**src/affa_pkg.sv**
```systemverilog
// Shared types and constants of the aligned first-fit allocator.
package affa_pkg;

  localparam int PosBits = 9;

  typedef enum logic [1:0] {
    STAT_OK       = 2'd0,
    STAT_NOFIT    = 2'd1,
    STAT_FULL     = 2'd2,
    STAT_NOTALLOC = 2'd3
  } status_e;

  typedef enum logic [0:0] {
    KIND_ALLOC = 1'b0,
    KIND_FREE  = 1'b1
  } kind_e;

  typedef enum logic [1:0] {
    OP_NOP    = 2'd0,
    OP_WRITE  = 2'd1,
    OP_DELETE = 2'd2,
    OP_INSERT = 2'd3
  } cell_op_e;

  typedef enum logic [3:0] {
    S_IDLE,
    S_A_SCAN,
    S_A_FWR,
    S_A_FINS,
    S_U_SCAN,
    S_F_USCAN,
    S_F_FSCAN,
    S_F_UPD,
    S_F_FDEL,
    S_DONE
  } state_e;

  typedef struct packed {
    cell_op_e             op;
    logic [PosBits-1:0]   pos;
  } cell_cmd_t;

  typedef struct packed {
    logic        kind;
    logic [16:0] req_bytes;
    logic [15:0] block_offset;
  } req_t;

  typedef struct packed {
    logic [1:0]  status;
    logic [15:0] offset;
    logic [16:0] block_size;
  } rsp_t;

endpackage

```
**src/affa_cell.sv**
```systemverilog
// One table entry: holds an offset and a size, shifts with its neighbors.
module affa_cell import affa_pkg::*; #(
  parameter int DW       = 18,
  parameter int K        = 0,
  parameter int RST_SIZE = 0
) (
  input  logic          clk_i,
  input  logic          rst_ni,
  input  cell_cmd_t     cmd_i,
  input  logic [DW-1:0] wr_off_i,
  input  logic [DW-1:0] wr_size_i,
  input  logic [DW-1:0] left_off_i,
  input  logic [DW-1:0] left_size_i,
  input  logic [DW-1:0] right_off_i,
  input  logic [DW-1:0] right_size_i,
  output logic [DW-1:0] off_o,
  output logic [DW-1:0] size_o
);

  logic [DW-1:0] off_q, off_d, size_q, size_d;
  logic [PosBits-1:0] k_pos;

  assign k_pos = PosBits'(K);

  always_comb begin
    off_d  = off_q;
    size_d = size_q;
    unique case (cmd_i.op)
      OP_WRITE: begin
        if (k_pos == cmd_i.pos) begin
          off_d  = wr_off_i;
          size_d = wr_size_i;
        end
      end
      OP_DELETE: begin
        // close the gap: take the right neighbor
        if (k_pos >= cmd_i.pos) begin
          off_d  = right_off_i;
          size_d = right_size_i;
        end
      end
      OP_INSERT: begin
        if (k_pos == cmd_i.pos) begin
          off_d  = wr_off_i;
          size_d = wr_size_i;
        end else if (k_pos > cmd_i.pos) begin
          off_d  = left_off_i;
          size_d = left_size_i;
        end
      end
      default: ;
    endcase
  end

  always_ff @(posedge clk_i or negedge rst_ni) begin
    if (!rst_ni) begin
      off_q  <= '0;
      size_q <= DW'(RST_SIZE);
    end else begin
      off_q  <= off_d;
      size_q <= size_d;
    end
  end

  assign off_o  = off_q;
  assign size_o = size_q;

endmodule

```
**src/affa_chain.sv**
```systemverilog
// Sorted table built as a row of entry cells with one read port.
module affa_chain import affa_pkg::*; #(
  parameter int DW        = 18,
  parameter int DEPTH     = 16,
  parameter int INIT_SIZE = 0
) (
  input  logic               clk_i,
  input  logic               rst_ni,
  input  cell_cmd_t          cmd_i,
  input  logic [DW-1:0]      wr_off_i,
  input  logic [DW-1:0]      wr_size_i,
  input  logic [PosBits-1:0] rd_pos_i,
  output logic [DW-1:0]      rd_off_o,
  output logic [DW-1:0]      rd_size_o
);

  localparam int IW = (DEPTH > 1) ? $clog2(DEPTH) : 1;

  logic [DW-1:0] offs [DEPTH+2];
  logic [DW-1:0] sizes[DEPTH+2];

  // offs[k+1] belongs to cell k; both ends are tied to zero
  assign offs[0]        = '0;
  assign sizes[0]       = '0;
  assign offs[DEPTH+1]  = '0;
  assign sizes[DEPTH+1] = '0;

  for (genvar k = 0; k < DEPTH; k++) begin : g_cell
    affa_cell #(
      .DW       (DW),
      .K        (k),
      .RST_SIZE ((k == 0) ? INIT_SIZE : 0)
    ) u_cell (
      .clk_i        (clk_i),
      .rst_ni       (rst_ni),
      .cmd_i        (cmd_i),
      .wr_off_i     (wr_off_i),
      .wr_size_i    (wr_size_i),
      .left_off_i   (offs[k]),
      .left_size_i  (sizes[k]),
      .right_off_i  (offs[k+2]),
      .right_size_i (sizes[k+2]),
      .off_o        (offs[k+1]),
      .size_o       (sizes[k+1])
    );
  end

  logic [IW-1:0] idx;
  logic [DW-1:0] sel_off [DEPTH];
  logic [DW-1:0] sel_size[DEPTH];

  for (genvar k = 0; k < DEPTH; k++) begin : g_sel
    assign sel_off[k]  = offs[k+1];
    assign sel_size[k] = sizes[k+1];
  end

  assign idx = rd_pos_i[IW-1:0];

  always_comb begin
    if (rd_pos_i < PosBits'(DEPTH)) begin
      rd_off_o  = sel_off[idx];
      rd_size_o = sel_size[idx];
    end else begin
      rd_off_o  = '0;
      rd_size_o = '0;
    end
  end

endmodule

```
**src/aligned_first_fit_allocator_top.sv**
```systemverilog
// Top level of the aligned first-fit pool allocator with coalescing.
//
// The allocator manages a pool of pool_size bytes through two offset-sorted
// tables, a free table and a used table, each a row of entry cells that
// shift in place to insert or delete an entry. An allocate request rounds
// its size (1..8 to 1,2,4,4,8,8,8,8 with equal alignment, anything else up
// to a multiple of 16, at least 16, with 16-byte alignment), scans the free
// table one entry a cycle for the first aligned fit, updates the free table
// in S_A_FWR and, when the fit splits the entry in two, in S_A_FINS, and
// then scans the used table one entry a cycle to insert the new block. A
// free request scans the used table for the offset, scans the free table
// for the merge point and then updates both tables in S_F_UPD and, when the
// block merges on both sides, in S_F_FDEL. Each table has a single-entry
// read port, so every scan reads one entry at a time. One request is in
// work at a time; a finished response waits in the output register while
// the next request is taken. Writing pool_size (saturated to
// 2^POOL_ADDR_BITS) resets both tables at once; write it only while the
// block is idle.
module aligned_first_fit_allocator_top import affa_pkg::*; #(
  parameter int MAX_FREE       = 16,
  parameter int MAX_USED       = 16,
  parameter int POOL_ADDR_BITS = 16
) (
  input  logic        clk_i,
  input  logic        rst_ni,
  input  logic        in_valid,
  output logic        in_stall,
  input  req_t        in_data_i,
  output logic        out_valid,
  input  logic        out_stall,
  output rsp_t        out_data_o,
  input  logic        cfg_we,
  input  logic [16:0] cfg_wdata
);

  // internal width for offsets, sizes and their sums
  localparam int DW  = ((POOL_ADDR_BITS > 16) ? POOL_ADDR_BITS : 16) + 2;
  localparam int FCW = $clog2(MAX_FREE + 1);
  localparam int UCW = $clog2(MAX_USED + 1);

  state_e state_q, state_d;

  logic [FCW-1:0] fcnt_q, fcnt_d, fi_q, fi_d;
  logic [UCW-1:0] ucnt_q, ucnt_d, ui_q, ui_d;
  logic [DW-1:0]  rsz_q, rsz_d, amask_q, amask_d;
  logic [DW-1:0]  s_q, s_d, off_q, off_d, lead_q, lead_d, trail_q, trail_d;
  logic           has_lead_q, has_lead_d, has_trail_q, has_trail_d;
  logic [DW-1:0]  sz_q, sz_d, prev_off_q, prev_off_d, prev_sz_q, prev_sz_d;
  logic [DW-1:0]  nsz_q, nsz_d;
  logic           mprev_q, mprev_d, mnext_q, mnext_d;
  rsp_t           res_q, res_d, out_q, out_d;
  logic           out_valid_q, out_valid_d;

  cell_cmd_t      f_cmd, u_cmd;
  logic [DW-1:0]  f_wr_off, f_wr_size, u_wr_off, u_wr_size;
  logic [PosBits-1:0] f_rd_pos, u_rd_pos;
  logic [DW-1:0]  f_off, f_sz, u_off, u_sz;

  // per-entry fit arithmetic for the allocate scan
  logic [DW-1:0]  s_w, end_w, lead_w, trail_w, pool_w, limit_w, req_w, r_w;
  logic           fit_w;
  logic [FCW:0]   need_w;
  logic           mprev_w, mnext_w;

  affa_chain #(
    .DW        (DW),
    .DEPTH     (MAX_FREE),
    .INIT_SIZE (65536)
  ) u_free (
    .clk_i     (clk_i),
    .rst_ni    (rst_ni),
    .cmd_i     (f_cmd),
    .wr_off_i  (f_wr_off),
    .wr_size_i (f_wr_size),
    .rd_pos_i  (f_rd_pos),
    .rd_off_o  (f_off),
    .rd_size_o (f_sz)
  );

  affa_chain #(
    .DW        (DW),
    .DEPTH     (MAX_USED),
    .INIT_SIZE (0)
  ) u_used (
    .clk_i     (clk_i),
    .rst_ni    (rst_ni),
    .cmd_i     (u_cmd),
    .wr_off_i  (u_wr_off),
    .wr_size_i (u_wr_size),
    .rd_pos_i  (u_rd_pos),
    .rd_off_o  (u_off),
    .rd_size_o (u_sz)
  );

  assign f_rd_pos = PosBits'(fi_q);
  assign u_rd_pos = PosBits'(ui_q);

  assign s_w     = (f_off + amask_q) & ~amask_q;
  assign end_w   = f_off + f_sz;
  assign fit_w   = (s_w + rsz_q) <= end_w;
  assign lead_w  = s_w - f_off;
  assign trail_w = end_w - s_w - rsz_q;
  assign need_w  = (FCW+1)'(fcnt_q) + (FCW+1)'(lead_w != '0) + (FCW+1)'(trail_w != '0);

  assign limit_w = DW'(1) << POOL_ADDR_BITS;
  assign pool_w  = (DW'(cfg_wdata) > limit_w) ? limit_w : DW'(cfg_wdata);
  assign req_w   = DW'(in_data_i.req_bytes);
  assign r_w     = (req_w + DW'(15)) & ~DW'(15);

  assign mnext_w = (FCW'(fi_q) < fcnt_q) && ((off_q + sz_q) == f_off);
  assign mprev_w = (fi_q != '0) && ((prev_off_q + prev_sz_q) == off_q);

  always_comb begin
    state_d     = state_q;
    fcnt_d      = fcnt_q;
    ucnt_d      = ucnt_q;
    fi_d        = fi_q;
    ui_d        = ui_q;
    rsz_d       = rsz_q;
    amask_d     = amask_q;
    s_d         = s_q;
    off_d       = off_q;
    lead_d      = lead_q;
    trail_d     = trail_q;
    has_lead_d  = has_lead_q;
    has_trail_d = has_trail_q;
    sz_d        = sz_q;
    prev_off_d  = prev_off_q;
    prev_sz_d   = prev_sz_q;
    nsz_d       = nsz_q;
    mprev_d     = mprev_q;
    mnext_d     = mnext_q;
    res_d       = res_q;
    out_d       = out_q;
    out_valid_d = out_valid_q;
    f_cmd       = '{op: OP_NOP, pos: '0};
    u_cmd       = '{op: OP_NOP, pos: '0};
    f_wr_off    = '0;
    f_wr_size   = '0;
    u_wr_off    = '0;
    u_wr_size   = '0;
    in_stall    = (state_q != S_IDLE);

    // drop the response once the consumer takes it
    if (out_valid_q && !out_stall) begin
      out_valid_d = 1'b0;
    end

    unique case (state_q)
      S_IDLE: begin
        if (in_valid) begin
          fi_d = '0;
          ui_d = '0;
          if (in_data_i.kind == KIND_FREE) begin
            off_d   = DW'(in_data_i.block_offset);
            state_d = S_F_USCAN;
          end else begin
            priority case (in_data_i.req_bytes)
              17'd1: begin rsz_d = DW'(1); amask_d = DW'(0); end
              17'd2: begin rsz_d = DW'(2); amask_d = DW'(1); end
              17'd3, 17'd4: begin rsz_d = DW'(4); amask_d = DW'(3); end
              17'd5, 17'd6, 17'd7, 17'd8: begin rsz_d = DW'(8); amask_d = DW'(7); end
              default: begin
                rsz_d   = (r_w == '0) ? DW'(16) : r_w;
                amask_d = DW'(15);
              end
            endcase
            state_d = S_A_SCAN;
          end
        end
      end

      S_A_SCAN: begin
        if (fi_q >= fcnt_q) begin
          res_d   = '{status: STAT_NOFIT, offset: '0, block_size: '0};
          state_d = S_DONE;
        end else if (fit_w) begin
          if ((UCW'(MAX_USED) <= ucnt_q) || (need_w > (FCW+1)'(MAX_FREE + 1))) begin
            res_d   = '{status: STAT_FULL, offset: '0, block_size: '0};
            state_d = S_DONE;
          end else begin
            s_d         = s_w;
            off_d       = f_off;
            lead_d      = lead_w;
            trail_d     = trail_w;
            has_lead_d  = (lead_w != '0);
            has_trail_d = (trail_w != '0);
            state_d     = S_A_FWR;
          end
        end else begin
          fi_d = fi_q + FCW'(1);
        end
      end

      S_A_FWR: begin
        ui_d    = '0;
        state_d = S_U_SCAN;
        priority if (!has_lead_q && !has_trail_q) begin
          f_cmd  = '{op: OP_DELETE, pos: PosBits'(fi_q)};
          fcnt_d = fcnt_q - FCW'(1);
        end else if (has_lead_q) begin
          f_cmd     = '{op: OP_WRITE, pos: PosBits'(fi_q)};
          f_wr_off  = off_q;
          f_wr_size = lead_q;
          if (has_trail_q) begin
            state_d = S_A_FINS;
          end
        end else begin
          f_cmd     = '{op: OP_WRITE, pos: PosBits'(fi_q)};
          f_wr_off  = s_q + rsz_q;
          f_wr_size = trail_q;
        end
      end

      S_A_FINS: begin
        f_cmd     = '{op: OP_INSERT, pos: PosBits'(fi_q) + PosBits'(1)};
        f_wr_off  = s_q + rsz_q;
        f_wr_size = trail_q;
        fcnt_d    = fcnt_q + FCW'(1);
        state_d   = S_U_SCAN;
      end

      S_U_SCAN: begin
        if ((ui_q < ucnt_q) && (u_off < s_q)) begin
          ui_d = ui_q + UCW'(1);
        end else begin
          u_cmd     = '{op: OP_INSERT, pos: PosBits'(ui_q)};
          u_wr_off  = s_q;
          u_wr_size = rsz_q;
          ucnt_d    = ucnt_q + UCW'(1);
          res_d     = '{status: STAT_OK, offset: s_q[15:0], block_size: rsz_q[16:0]};
          state_d   = S_DONE;
        end
      end

      S_F_USCAN: begin
        if (ui_q >= ucnt_q) begin
          res_d   = '{status: STAT_NOTALLOC, offset: '0, block_size: '0};
          state_d = S_DONE;
        end else if (u_off == off_q) begin
          sz_d    = u_sz;
          fi_d    = '0;
          state_d = S_F_FSCAN;
        end else begin
          ui_d = ui_q + UCW'(1);
        end
      end

      S_F_FSCAN: begin
        if ((fi_q < fcnt_q) && (f_off < off_q)) begin
          prev_off_d = f_off;
          prev_sz_d  = f_sz;
          fi_d       = fi_q + FCW'(1);
        end else begin
          mnext_d = mnext_w;
          mprev_d = mprev_w;
          nsz_d   = f_sz;
          if (!mprev_w && !mnext_w && (fcnt_q >= FCW'(MAX_FREE))) begin
            res_d   = '{status: STAT_FULL, offset: '0, block_size: '0};
            state_d = S_DONE;
          end else begin
            state_d = S_F_UPD;
          end
        end
      end

      S_F_UPD: begin
        u_cmd   = '{op: OP_DELETE, pos: PosBits'(ui_q)};
        ucnt_d  = ucnt_q - UCW'(1);
        res_d   = '{status: STAT_OK, offset: off_q[15:0], block_size: sz_q[16:0]};
        state_d = S_DONE;
        priority if (mprev_q && mnext_q) begin
          f_cmd     = '{op: OP_WRITE, pos: PosBits'(fi_q) - PosBits'(1)};
          f_wr_off  = prev_off_q;
          f_wr_size = prev_sz_q + sz_q + nsz_q;
          state_d   = S_F_FDEL;
        end else if (mprev_q) begin
          f_cmd     = '{op: OP_WRITE, pos: PosBits'(fi_q) - PosBits'(1)};
          f_wr_off  = prev_off_q;
          f_wr_size = prev_sz_q + sz_q;
        end else if (mnext_q) begin
          f_cmd     = '{op: OP_WRITE, pos: PosBits'(fi_q)};
          f_wr_off  = off_q;
          f_wr_size = nsz_q + sz_q;
        end else begin
          f_cmd     = '{op: OP_INSERT, pos: PosBits'(fi_q)};
          f_wr_off  = off_q;
          f_wr_size = sz_q;
          fcnt_d    = fcnt_q + FCW'(1);
        end
      end

      S_F_FDEL: begin
        f_cmd   = '{op: OP_DELETE, pos: PosBits'(fi_q)};
        fcnt_d  = fcnt_q - FCW'(1);
        state_d = S_DONE;
      end

      S_DONE: begin
        // hold until the output register is free
        if (!out_valid_d) begin
          out_d       = res_q;
          out_valid_d = 1'b1;
          state_d     = S_IDLE;
        end
      end

      default: state_d = S_IDLE;
    endcase

    // a pool size write reinitializes both tables
    if (cfg_we) begin
      f_cmd     = '{op: OP_WRITE, pos: '0};
      f_wr_off  = '0;
      f_wr_size = pool_w;
      fcnt_d    = (pool_w != '0) ? FCW'(1) : FCW'(0);
      ucnt_d    = '0;
    end
  end

  always_ff @(posedge clk_i or negedge rst_ni) begin
    if (!rst_ni) begin
      state_q     <= S_IDLE;
      fcnt_q      <= FCW'(1);
      ucnt_q      <= '0;
      fi_q        <= '0;
      ui_q        <= '0;
      out_valid_q <= 1'b0;
    end else begin
      state_q     <= state_d;
      fcnt_q      <= fcnt_d;
      ucnt_q      <= ucnt_d;
      fi_q        <= fi_d;
      ui_q        <= ui_d;
      out_valid_q <= out_valid_d;
    end
  end

  always_ff @(posedge clk_i) begin
    rsz_q       <= rsz_d;
    amask_q     <= amask_d;
    s_q         <= s_d;
    off_q       <= off_d;
    lead_q      <= lead_d;
    trail_q     <= trail_d;
    has_lead_q  <= has_lead_d;
    has_trail_q <= has_trail_d;
    sz_q        <= sz_d;
    prev_off_q  <= prev_off_d;
    prev_sz_q   <= prev_sz_d;
    nsz_q       <= nsz_d;
    mprev_q     <= mprev_d;
    mnext_q     <= mnext_d;
    res_q       <= res_d;
    out_q       <= out_d;
  end

  assign out_valid  = out_valid_q;
  assign out_data_o = out_q;

endmodule

```
**config.mk**
```make
export PLATFORM = sky130hd
export DESIGN_NAME = aligned_first_fit_allocator_top
export DESIGN_NICKNAME = d
export VERILOG_FILES = /design/src/affa_pkg.sv /design/src/affa_cell.sv /design/src/affa_chain.sv /design/src/aligned_first_fit_allocator_top.sv
export SDC_FILE = /design/constraint.sdc
export NUM_CORES = 2
export LEC_CHECK = 0
export BUFFER_PORTS_ARGS = -buffer_cell sky130_fd_sc_hd__buf_4
export CAP_MARGIN = 20
export CORE_MARGIN = 2
export CORE_UTILIZATION = 45
export DETAILED_ROUTE_END_ITERATION = 8
export SLEW_MARGIN = 20
export SYNTH_ARGS = -nofsm -noshare
export SYNTH_HDL_FRONTEND = slang
export SYNTH_SLANG_ARGS = --single-unit
```
**constraint.sdc**
```tcl
create_clock -name clk_i -period 24.4 [get_ports clk_i]
set_input_delay 4.88 -clock clk_i [delete_from_list [all_inputs] [get_ports clk_i]]
set_output_delay 4.88 -clock clk_i [all_outputs]
set_load 0.005 [all_outputs]
```
## Word-level counts from Yosys, hierarchy flattened

Index checks and enable logic that the tools add are counted.

- Equal/unequal tests: 176
- Multipliers: 0
- $lt $le $gt $ge: 79
- Shift operators: 0
- Reduce and logical (&&, ||, !) cells: 79
- Divide/modulo/power cells: 0
- Add/sub/neg operators: 23
- Bitwise operators: 10
- Mux-type cells: 413

Operator list:

| kind | count |
|---|---|
| 18-bit two-way mux | 284 |
| 18-bit one-hot mux with 3 select lines | 66 |
| 18-bit binary-select mux with 4-bit select | 4 |
| 35-bit two-way mux | 7 |
| 35-bit one-hot mux with 5 select lines | 1 |
| 18-bit adder | 9 |
| 2-bit != test (second input constant) | 80 |
| 4-bit by 9-bit == test with 1-bit output (first input constant) | 16 |
| 4-bit by 9-bit >= comparator with 1-bit output (first input constant) | 16 |
| 4-bit by 9-bit greater-than comparator with 1-bit output (first input constant) | 16 |
| 4-bit AND reduction | 33 |
| 3-bit != test (second input constant) | 40 |
| 5-bit two-way mux | 16 |
| 3-bit by 9-bit == test with 1-bit output (first input constant) | 8 |
| 3-bit by 9-bit >= comparator with 1-bit output (first input constant) | 8 |
| 3-bit by 9-bit greater-than comparator with 1-bit output (first input constant) | 8 |
| 18-bit one-hot mux with 4 select lines | 1 |
| 17-bit by 3-bit == test with 1-bit output (second input constant) | 4 |
| 11-bit two-way mux | 6 |
| 5-bit one-hot mux with 4 select lines | 3 |
| 18-bit == test | 3 |
| 18-bit nonzero test | 3 |
| 18-bit subtractor | 3 |
| 11-bit one-hot mux with 4 select lines | 1 |
| 61 further kinds | 144 |

- Latch bits: 0
- Bits in read-only memories: 0
- RAM bits: 0
- Memories: 0
- Input port bits: 56
- Register bits: 1431
- Output and inout port bits: 37
- Logic and storage cells: 870

## Longest topological paths before layout

- Depth in word-level cells: 17
- Mapped depth: 49
- Mapped depth without buffers: 41

## Modules after synthesis

From an unflattened synthesis, not the netlist that was laid out.

- Cells, all modules: 11798
- Area total of the unflattened synthesis: 109517.5 um^2

Modules (own cells, without submodules):

| module | times used | area an instance (um^2) | cells an instance | seq. area each (um^2) |
|---|---|---|---|---|
| aligned_first_fit_allocator_top | 1 | 23060.9 | 2424 | 7833.8 |
| affa_chain | 2 | 4604.4 | 347 | 0.0 |
| affa_cell (u_free.g_cell[14].u_cell ...) | 2 | 3273.1 | 357 | 900.9 |
| affa_cell (u_free.g_cell[13].u_cell ...) | 2 | 3024.2 | 357 | 900.9 |
| affa_cell (u_free.g_cell[3].u_cell ...) | 2 | 2760.1 | 327 | 900.9 |
| affa_cell (u_free.g_cell[10].u_cell ...) | 2 | 2658.8 | 346 | 900.9 |
| affa_cell (u_free.g_cell[8].u_cell ...) | 2 | 2581.2 | 323 | 900.9 |
| affa_cell (u_free.g_cell[11].u_cell ...) | 2 | 2561.2 | 337 | 900.9 |
| affa_cell (u_free.g_cell[9].u_cell ...) | 2 | 2561.2 | 261 | 900.9 |
| affa_cell (u_free.g_cell[12].u_cell ...) | 2 | 2539.9 | 339 | 900.9 |
| affa_cell (u_free.g_cell[7].u_cell ...) | 2 | 2446.1 | 322 | 900.9 |
| affa_cell (u_free.g_cell[1].u_cell ...) | 2 | 2279.7 | 208 | 900.9 |
| affa_cell (u_free.g_cell[15].u_cell ...) | 2 | 2275.9 | 212 | 900.9 |
| affa_cell (u_free.g_cell[6].u_cell ...) | 2 | 2114.5 | 218 | 900.9 |
| 5 more rows | n/a | n/a | n/a | n/a |

## Least setup slack after synthesis

No wires, ideal clock.

- Path kind: reg2reg
- From: reg fi_q[1]
- To: reg res_q[0] (netlist bit) (enable)
- Cell stages (with the launch flop): 47
- Slack: 11.606 ns
- Buffers on the path: 9
- Data arrival time: 12.267 ns
- Clock period less this slack: 12.794 ns
- Data required time: 23.873 ns
- Library setup time: 0.527 ns
- Cells stage by stage: dfrtp_1 > buf_4 > buf_2 > buf_4 > buf_4 > buf_4 > buf_1 > buf_1 > clkbuf_1 > clkbuf_1 > mux4_2 > mux4_2 > and2_1 > ha_1 > inv_1 > maj3_1 > a221o_1 > a31o_2 > (+11 left out) > o21ai_0 > a21oi_1 > nand2b_1 > nand2_1 > a21o_1 > a21oi_1 > xnor2_1 > xnor2_1 > nor2b_1 > fa_1 > inv_1 > ha_1 > nand2_1 > nor4_1 > nor4b_1 > nor2_1 > nor2_1 > nor4b_1

- Elaborated cells on any way between the ends: 41
- Classes of those cells: 8 x add/sub; 6 x order compare; 5 x eq/ne; 8 x mux; 2 x bitwise; 12 x reduce/logical

RTL lines:

| element | RTL line | text |
|---|---|---|
| start, declared | aligned_first_fit_allocator_top.sv:43 | `logic [FCW-1:0] fcnt_q, fcnt_d, fi_q, fi_d;` |
| start signal, assigned | aligned_first_fit_allocator_top.sv:333 | `fi_q <= fi_d;` |
| 4-bit inverter with 5-bit output (not written as such) | affa_chain.sv:62 | `rd_size_o = sel_size[idx];` |
| 18-bit binary-select mux with 4-bit select | affa_chain.sv:62 |  |
| 18-bit two-way mux (not written as such) (2 in a row) | affa_chain.sv:62 |  |
| 18-bit two-way mux * | affa_chain.sv:60 | `if (rd_pos_i < PosBits'(DEPTH)) begin` |
| net f_sz[0] | aligned_first_fit_allocator_top.sv:57 | `logic [DW-1:0] f_off, f_sz, u_off, u_sz;` |
| 18-bit adder * | aligned_first_fit_allocator_top.sv:99 | `assign end_w = f_off + f_sz;` |
| 18-bit subtractor * (2 in a row) | aligned_first_fit_allocator_top.sv:102 | `assign trail_w = end_w - s_w - rsz_q;` |
| net trail_w[17] | aligned_first_fit_allocator_top.sv:60 | `logic [DW-1:0] s_w, end_w, lead_w, trail_w, pool_w, limit_w, req_w, r_w;` |
| 18-bit nonzero test * | aligned_first_fit_allocator_top.sv:103 | `assign need_w = (FCW+1)'(fcnt_q) + (FCW+1)'(lead_w != '0) + (FCW+1)'(trail_w != '0);` |
| 6-bit by 1-bit adder with 6-bit output * | aligned_first_fit_allocator_top.sv:103 |  |
| 6-bit by 5-bit greater-than comparator with 1-bit output * | aligned_first_fit_allocator_top.sv:178 | `if ((UCW'(MAX_USED) <= ucnt_q) \|\| (need_w > (FCW+1)'(MAX_FREE + 1))) begin` |
| 1-bit logical OR * | aligned_first_fit_allocator_top.sv:178 |  |
| 3-bit != test (no line) * | n/a |  |
| 7-bit AND reduction (no line) * | n/a |  |
| end signal, assigned | aligned_first_fit_allocator_top.sv:354 | `res_q <= res_d;` |
| end, declared | aligned_first_fit_allocator_top.sv:51 | `rsp_t res_q, res_d, out_q, out_d;` |

Mark *: on every way through the listed nets, which the timed path passes. The rest lies on a longest branch. The select of a mux whose other input is x is not followed.
A chain may end at the register's enable or synchronous reset.

## Final worst setup path

- From: reg fi_q[0]
- To: reg s_q[11] (enable)

- Longest elaborated chain between the ends: 15
- Elaborated cells on any way between the ends: 28
- Classes of those cells: 8 x add/sub; 4 x order compare; 8 x mux; 4 x bitwise; 4 x reduce/logical

Ends and longest elaborated chain:

| element | RTL line | text |
|---|---|---|
| 4-bit inverter with 5-bit output (not written as such) | affa_chain.sv:61 | `rd_off_o = sel_off[idx];` |
| 18-bit binary-select mux with 4-bit select | affa_chain.sv:61 |  |
| 18-bit two-way mux (not written as such) (2 in a row) | affa_chain.sv:61 |  |
| 18-bit two-way mux * | affa_chain.sv:60 |  |
| 18-bit adder * | aligned_first_fit_allocator_top.sv:98 | `assign s_w = (f_off + amask_q) & ~amask_q;` |
| 18-bit AND * | aligned_first_fit_allocator_top.sv:98 |  |
| net s_w[4] | aligned_first_fit_allocator_top.sv:60 |  |
| 18-bit subtractor * (2 in a row) | aligned_first_fit_allocator_top.sv:102 |  |
| net trail_w[6] | aligned_first_fit_allocator_top.sv:60 |  |
| 18-bit nonzero test * | aligned_first_fit_allocator_top.sv:103 |  |
| 6-bit by 1-bit adder with 6-bit output * | aligned_first_fit_allocator_top.sv:103 |  |
| 6-bit by 5-bit greater-than comparator with 1-bit output * | aligned_first_fit_allocator_top.sv:178 |  |
| 1-bit logical OR * | aligned_first_fit_allocator_top.sv:178 |  |
| 1-bit inverter (no line) * | n/a |  |
| 4-bit AND reduction (no line) * | n/a |  |
| end signal, assigned | aligned_first_fit_allocator_top.sv:342 | `s_q <= s_d;` |
| end, declared | aligned_first_fit_allocator_top.sv:46 | `logic [DW-1:0] s_q, s_d, off_q, off_d, lead_q, lead_d, trail_q, trail_d;` |

Marks and branches as above.

==> results <==
- Routability-driven placement finished with a final weighted congestion of slightly below 1.
- The worst-case setup slack after placement is between 10,000 and 15,000 ps.
- STA classifies the critical path startpoint as a flip-flop.
- The final routed wire length divided by cell count is approximately 31 um.
- Setup violations remaining at the end of the flow were counted as 0.
- The number of buffers created by CTS is between 150 and 200.
- In this run the standard cell core region covers between 0.2 and 0.25 sq mm.
- The async set-or-reset flop fraction in the synthesized netlist is 0.8306.
- The final critical delay including setup and external delays is ~12,000 ps.
- The critical path class is reg -> reg.
- The number of global-route vias before repair is 81,640.
- The worst-case reg-to-reg path depth is 33.
- STA puts the critical path data required time at ~25,000 ps.
- Pin placement for this block handled 93 I/O pins.
- Buffers added to address setup during post-CTS repair amount to 0.
- Among all flip-flop cells after synthesis, the most frequent one is sky130_fd_sc_hd__dfrtp_1.
- The estimated wirelength of the detail-placed design is around 260 mm.
- The critical path capture point type is a flip-flop.
- The number of failing hold endpoints at the final stage came to 0.
- The setup TNS after final layout is 0 ps.
- Static timing analysis puts the maximum clock frequency at ~0.083 GHz.
- The first global-routing pass estimated 578.8 mm of wire.
- The final net count is about 10,000.
- The largest vdd supply drop is about 79 uV.
- For this design, the sink count on the clock tree is between 1,000 and 1,500.
- For this run, the register share of the synthesized area comes to 0.3916.
- Gates resized during post-CTS repair numbered 0.
- The summed instance area of the synthesized netlist is roughly 0.094 sq mm.
- The initial utilization of the core area, before any placement, comes to 0.4526.
- The synthesized design spends more area on one cell type than any other, namely sky130_fd_sc_hd__dfrtp_1.
- The setup skew after layout is 91.64 ps.
- Ranked by total cell area, the synthesized netlist is headed by sky130_fd_sc_hd__dfrtp_1 (31%), sky130_fd_sc_hd__mux4_2 (8.6%), sky130_fd_sc_hd__edfxtp_1 (7.7%).
- Setup repair after global routing left no endpoint under its margin.
- The number of hold buffers added after CTS is 0.
- Yosys printed 0 warnings.
- After clock tree synthesis, the clock-pin slew on the worst setup and hold paths is ~60 ps.
- The final-layout worst hold slack is about 420 ps.
- The number of nets handed over by synthesis was about 11,000.
- The wire length on met3 is 41.82 mm.
- The floorplan step defined a die boundary enclosing ~0.21 sq mm.
- The ratio of cells with drive above 1 in the final layout is 0.1460.
- Entering global routing, the biggest net connects 194 pins.
- TritonCTS built the clock tree.
- After synthesis, the most frequently instantiated cells are sky130_fd_sc_hd__dfrtp_1 (1,175), sky130_fd_sc_hd__nand2_1 (1,145), sky130_fd_sc_hd__a21oi_1 (1,117).
- The actual transition at the worst max-transition pin is between 1000 and 1500 ps.
- The depth of the CTS H-tree is 4.
- The wire length on met2 is approximately 180 mm.
- The flow ran to the end, and the final reports show no timing, DRC or antenna violations.
- The die outline width is about 460 um.
- The synthesized area divided by synthesized cell count is between 9 and 10 sq um.
- The final wirelength is around 400 mm.
- In the post-synthesis netlist, the cell with the most instances is sky130_fd_sc_hd__dfrtp_1.
- The utilization of the core after routing is 0.4976.
- The reg2reg setup slack is 12,360 ps.
- In this run the critical register-to-register path is captured at s_q[11].
- Max-cap violations in this run came to 0.
- The slowest stage of the critical path belongs to the cell sky130_fd_sc_hd__dfrtp_4.
- In this design, the stage delay of the slowest critical-path cell is between 800 and 900 ps.
- For this block, the initial DRC count from the detailed router was ~12,000.
- Using the TritonRoute via totals, the vias-per-cell ratio works out to 6.808.
- In this run the most critical hold path is launched from res_q[31].
- The max-slew violation total from the final report is 0.
- Of all nets on the critical path, the largest fanout is a little under 90.
- Across all layers, the routed design uses between 80,000 and 90,000 vias.
- The synthesized netlist contains between 90 and 100 unique library cells.
- The critical path capture point is s_q[11].
- The initial antenna violation count is 21.
- In this run the clock root is driven by a sky130_fd_sc_hd__clkbuf_16.
- The start point of the critical path is fi_q[0].
- The area used by multi-input combinational logic is between 0.05 and 0.06 sq mm.
- After global routing the overflow that remains totals 0.
- The detailed-route DRC error count is 0.
- The detailed router used layers up to and including met5.
- The number of I/O port buffers is between 90 and 100.
- The signed area change from the synthesized netlist to the final layout is 9.929%.
- The analysis attributes to cell leakage a power of between 40 and 50 nW.
- At the worst endpoint, the arrival time is ~13,000 ps.
- The worst hold path passes through 0 cells.
- Counting flops and latches in the post-synthesis netlist gives about 1,400.
- The detailed router put a total of roughly 150 mm of wire on met1.
- The class of the most critical hold timing path is reg -> reg.
- The worst relative slew slack is 0.1735.
- The vertical die dimension is 460.1 um.
- The post-synthesis instance total is approximately 10,000.
- The clock insertion delay at the later pin of the skew report is 880 ps.
- The maximum clock path buffer count is 3.
- The worst register-to-register path begins at fi_q[0].
- After layout, the worst setup slack is roughly 12,000 ps.
- The share of synthesized area in the top cell type comes to 0.3140.
- The number of nets with antenna violations after detailed routing is 0.
- The area taken by flip-flops and latches is ~0.037 sq mm.
- The global-route usage over all layers is 0.3701.
- Before antenna repair, the detailed router went through 9 iterations.
- The count of flip-flops with a built-in enable after synthesis is 240.
- The cell row count is 167.
- The power per cell area is 118.2 mW/mm^2.
- The design draws roughly 12 mW.
- Of the available clock period, the critical path in the final layout requires 0.4936.
- The filler cell count in the final layout is approximately 19,000.
==> logic make-up after synthesis <==
group,count (synthesis),synth area share
compound gates,3520,0.2308
xor+xnor,231,0.02176
fa+ha+maj,280,0.03948
buf+inv,1064,0.04361
flops,1417,0.3916
mux,888,0.1472
simple gates,2798,0.1256
==> metrics by stage <==
step                area (sq um)  instances
global placement           97090      12400
global route              102900      12720
floorplan                  93630      10200
finish                    102900      12730
CTS                       102800      12720
detailed placement         97120      12410
==> critical path, delay by kind of cell, from the launching register on <==
family / cells / cell delay [ps]
AO/OA/AOI/OAI: 7 / 2170
XOR/XNOR: 1 / 120
adder cells (fa/ha/maj): 6 / 1920
buffers and inverters: 7 / 1590
flip-flops: 1 / 870
multiplexers: 1 / 170
AND/OR/NAND/NOR: 11 / 4670
==> power by group <==
group / switching [mW] / internal (mW)
combinational: 3.16 / 2.11
clock: 1.13 / 1.52
sequential: 0.927 / 3.32
==> layout make-up <==
class,instances,share of cell area
multi-input combinational,7717,0.5197
sequential,1417,0.3565
clock buffer,262,0.04940
tap,2704,0.03287
timing repair buffer,368,0.02758
inverter,203,0.007501
clock inverter,48,0.006151
antenna,12,0.0002918
==> metal layers <==
layer,GRT usage,vias up
li1,-,37110
met1,0.4765,43110
met2,0.5573,5269
met3,0.09049,1184
met4,0.2367,12
met5,0,-
==> state kept, by name, summed over array words and instances, names as in the netlist, 4 cells and up <==
signal                       flops
u_used.g_cell.u_cell.off_o     288
off_q                           18
out_data_o                      35
res_q                           35
ui_q                             5
u_free.g_cell.u_cell.off_o     288
ucnt_q                           5
rsz_q                           18
sz_q                            18
trail_q                         18
u_used.g_cell.u_cell.size_o    288
state_q                          4
amask_q                          4
prev_off_q                      18
fcnt_q                           5
nsz_q                           18
u_free.g_cell.u_cell.size_o    288
prev_sz_q                       18
s_q                             18
lead_q                          18
fi_q                             5
==> worst min-delay path by stage <==
stage / end / slack (ps)
floorplan: out_data_o[0] / 400
global placement: out_data_o[22] / 400
detailed placement: out_data_o[25] / 400
CTS: out_data_o[31] / 420
global route: out_data_o[31] / 420
finish: out_data_o[31] / 420
==> placed cells by master, fill, tap and decap left out, drive strengths merged, types with 65 or more instances in the layout <==
cell type and n:
ha 253, a21o 151, dfrtp 1175, mux4 357, o21ai 952, inv 204
edfxtp 240, a31oi 73, nor2b 67, nand3 119, a221oi 253, mux2i 193
a22oi 419, mux2 338, buf 367, nand2 1145, o22ai 190, nor3 73
clkbuf 263, nor2 1099, and3 65, a21oi 1118, xnor2 171
No activity file was read; power rests on OpenSTA's default activity.
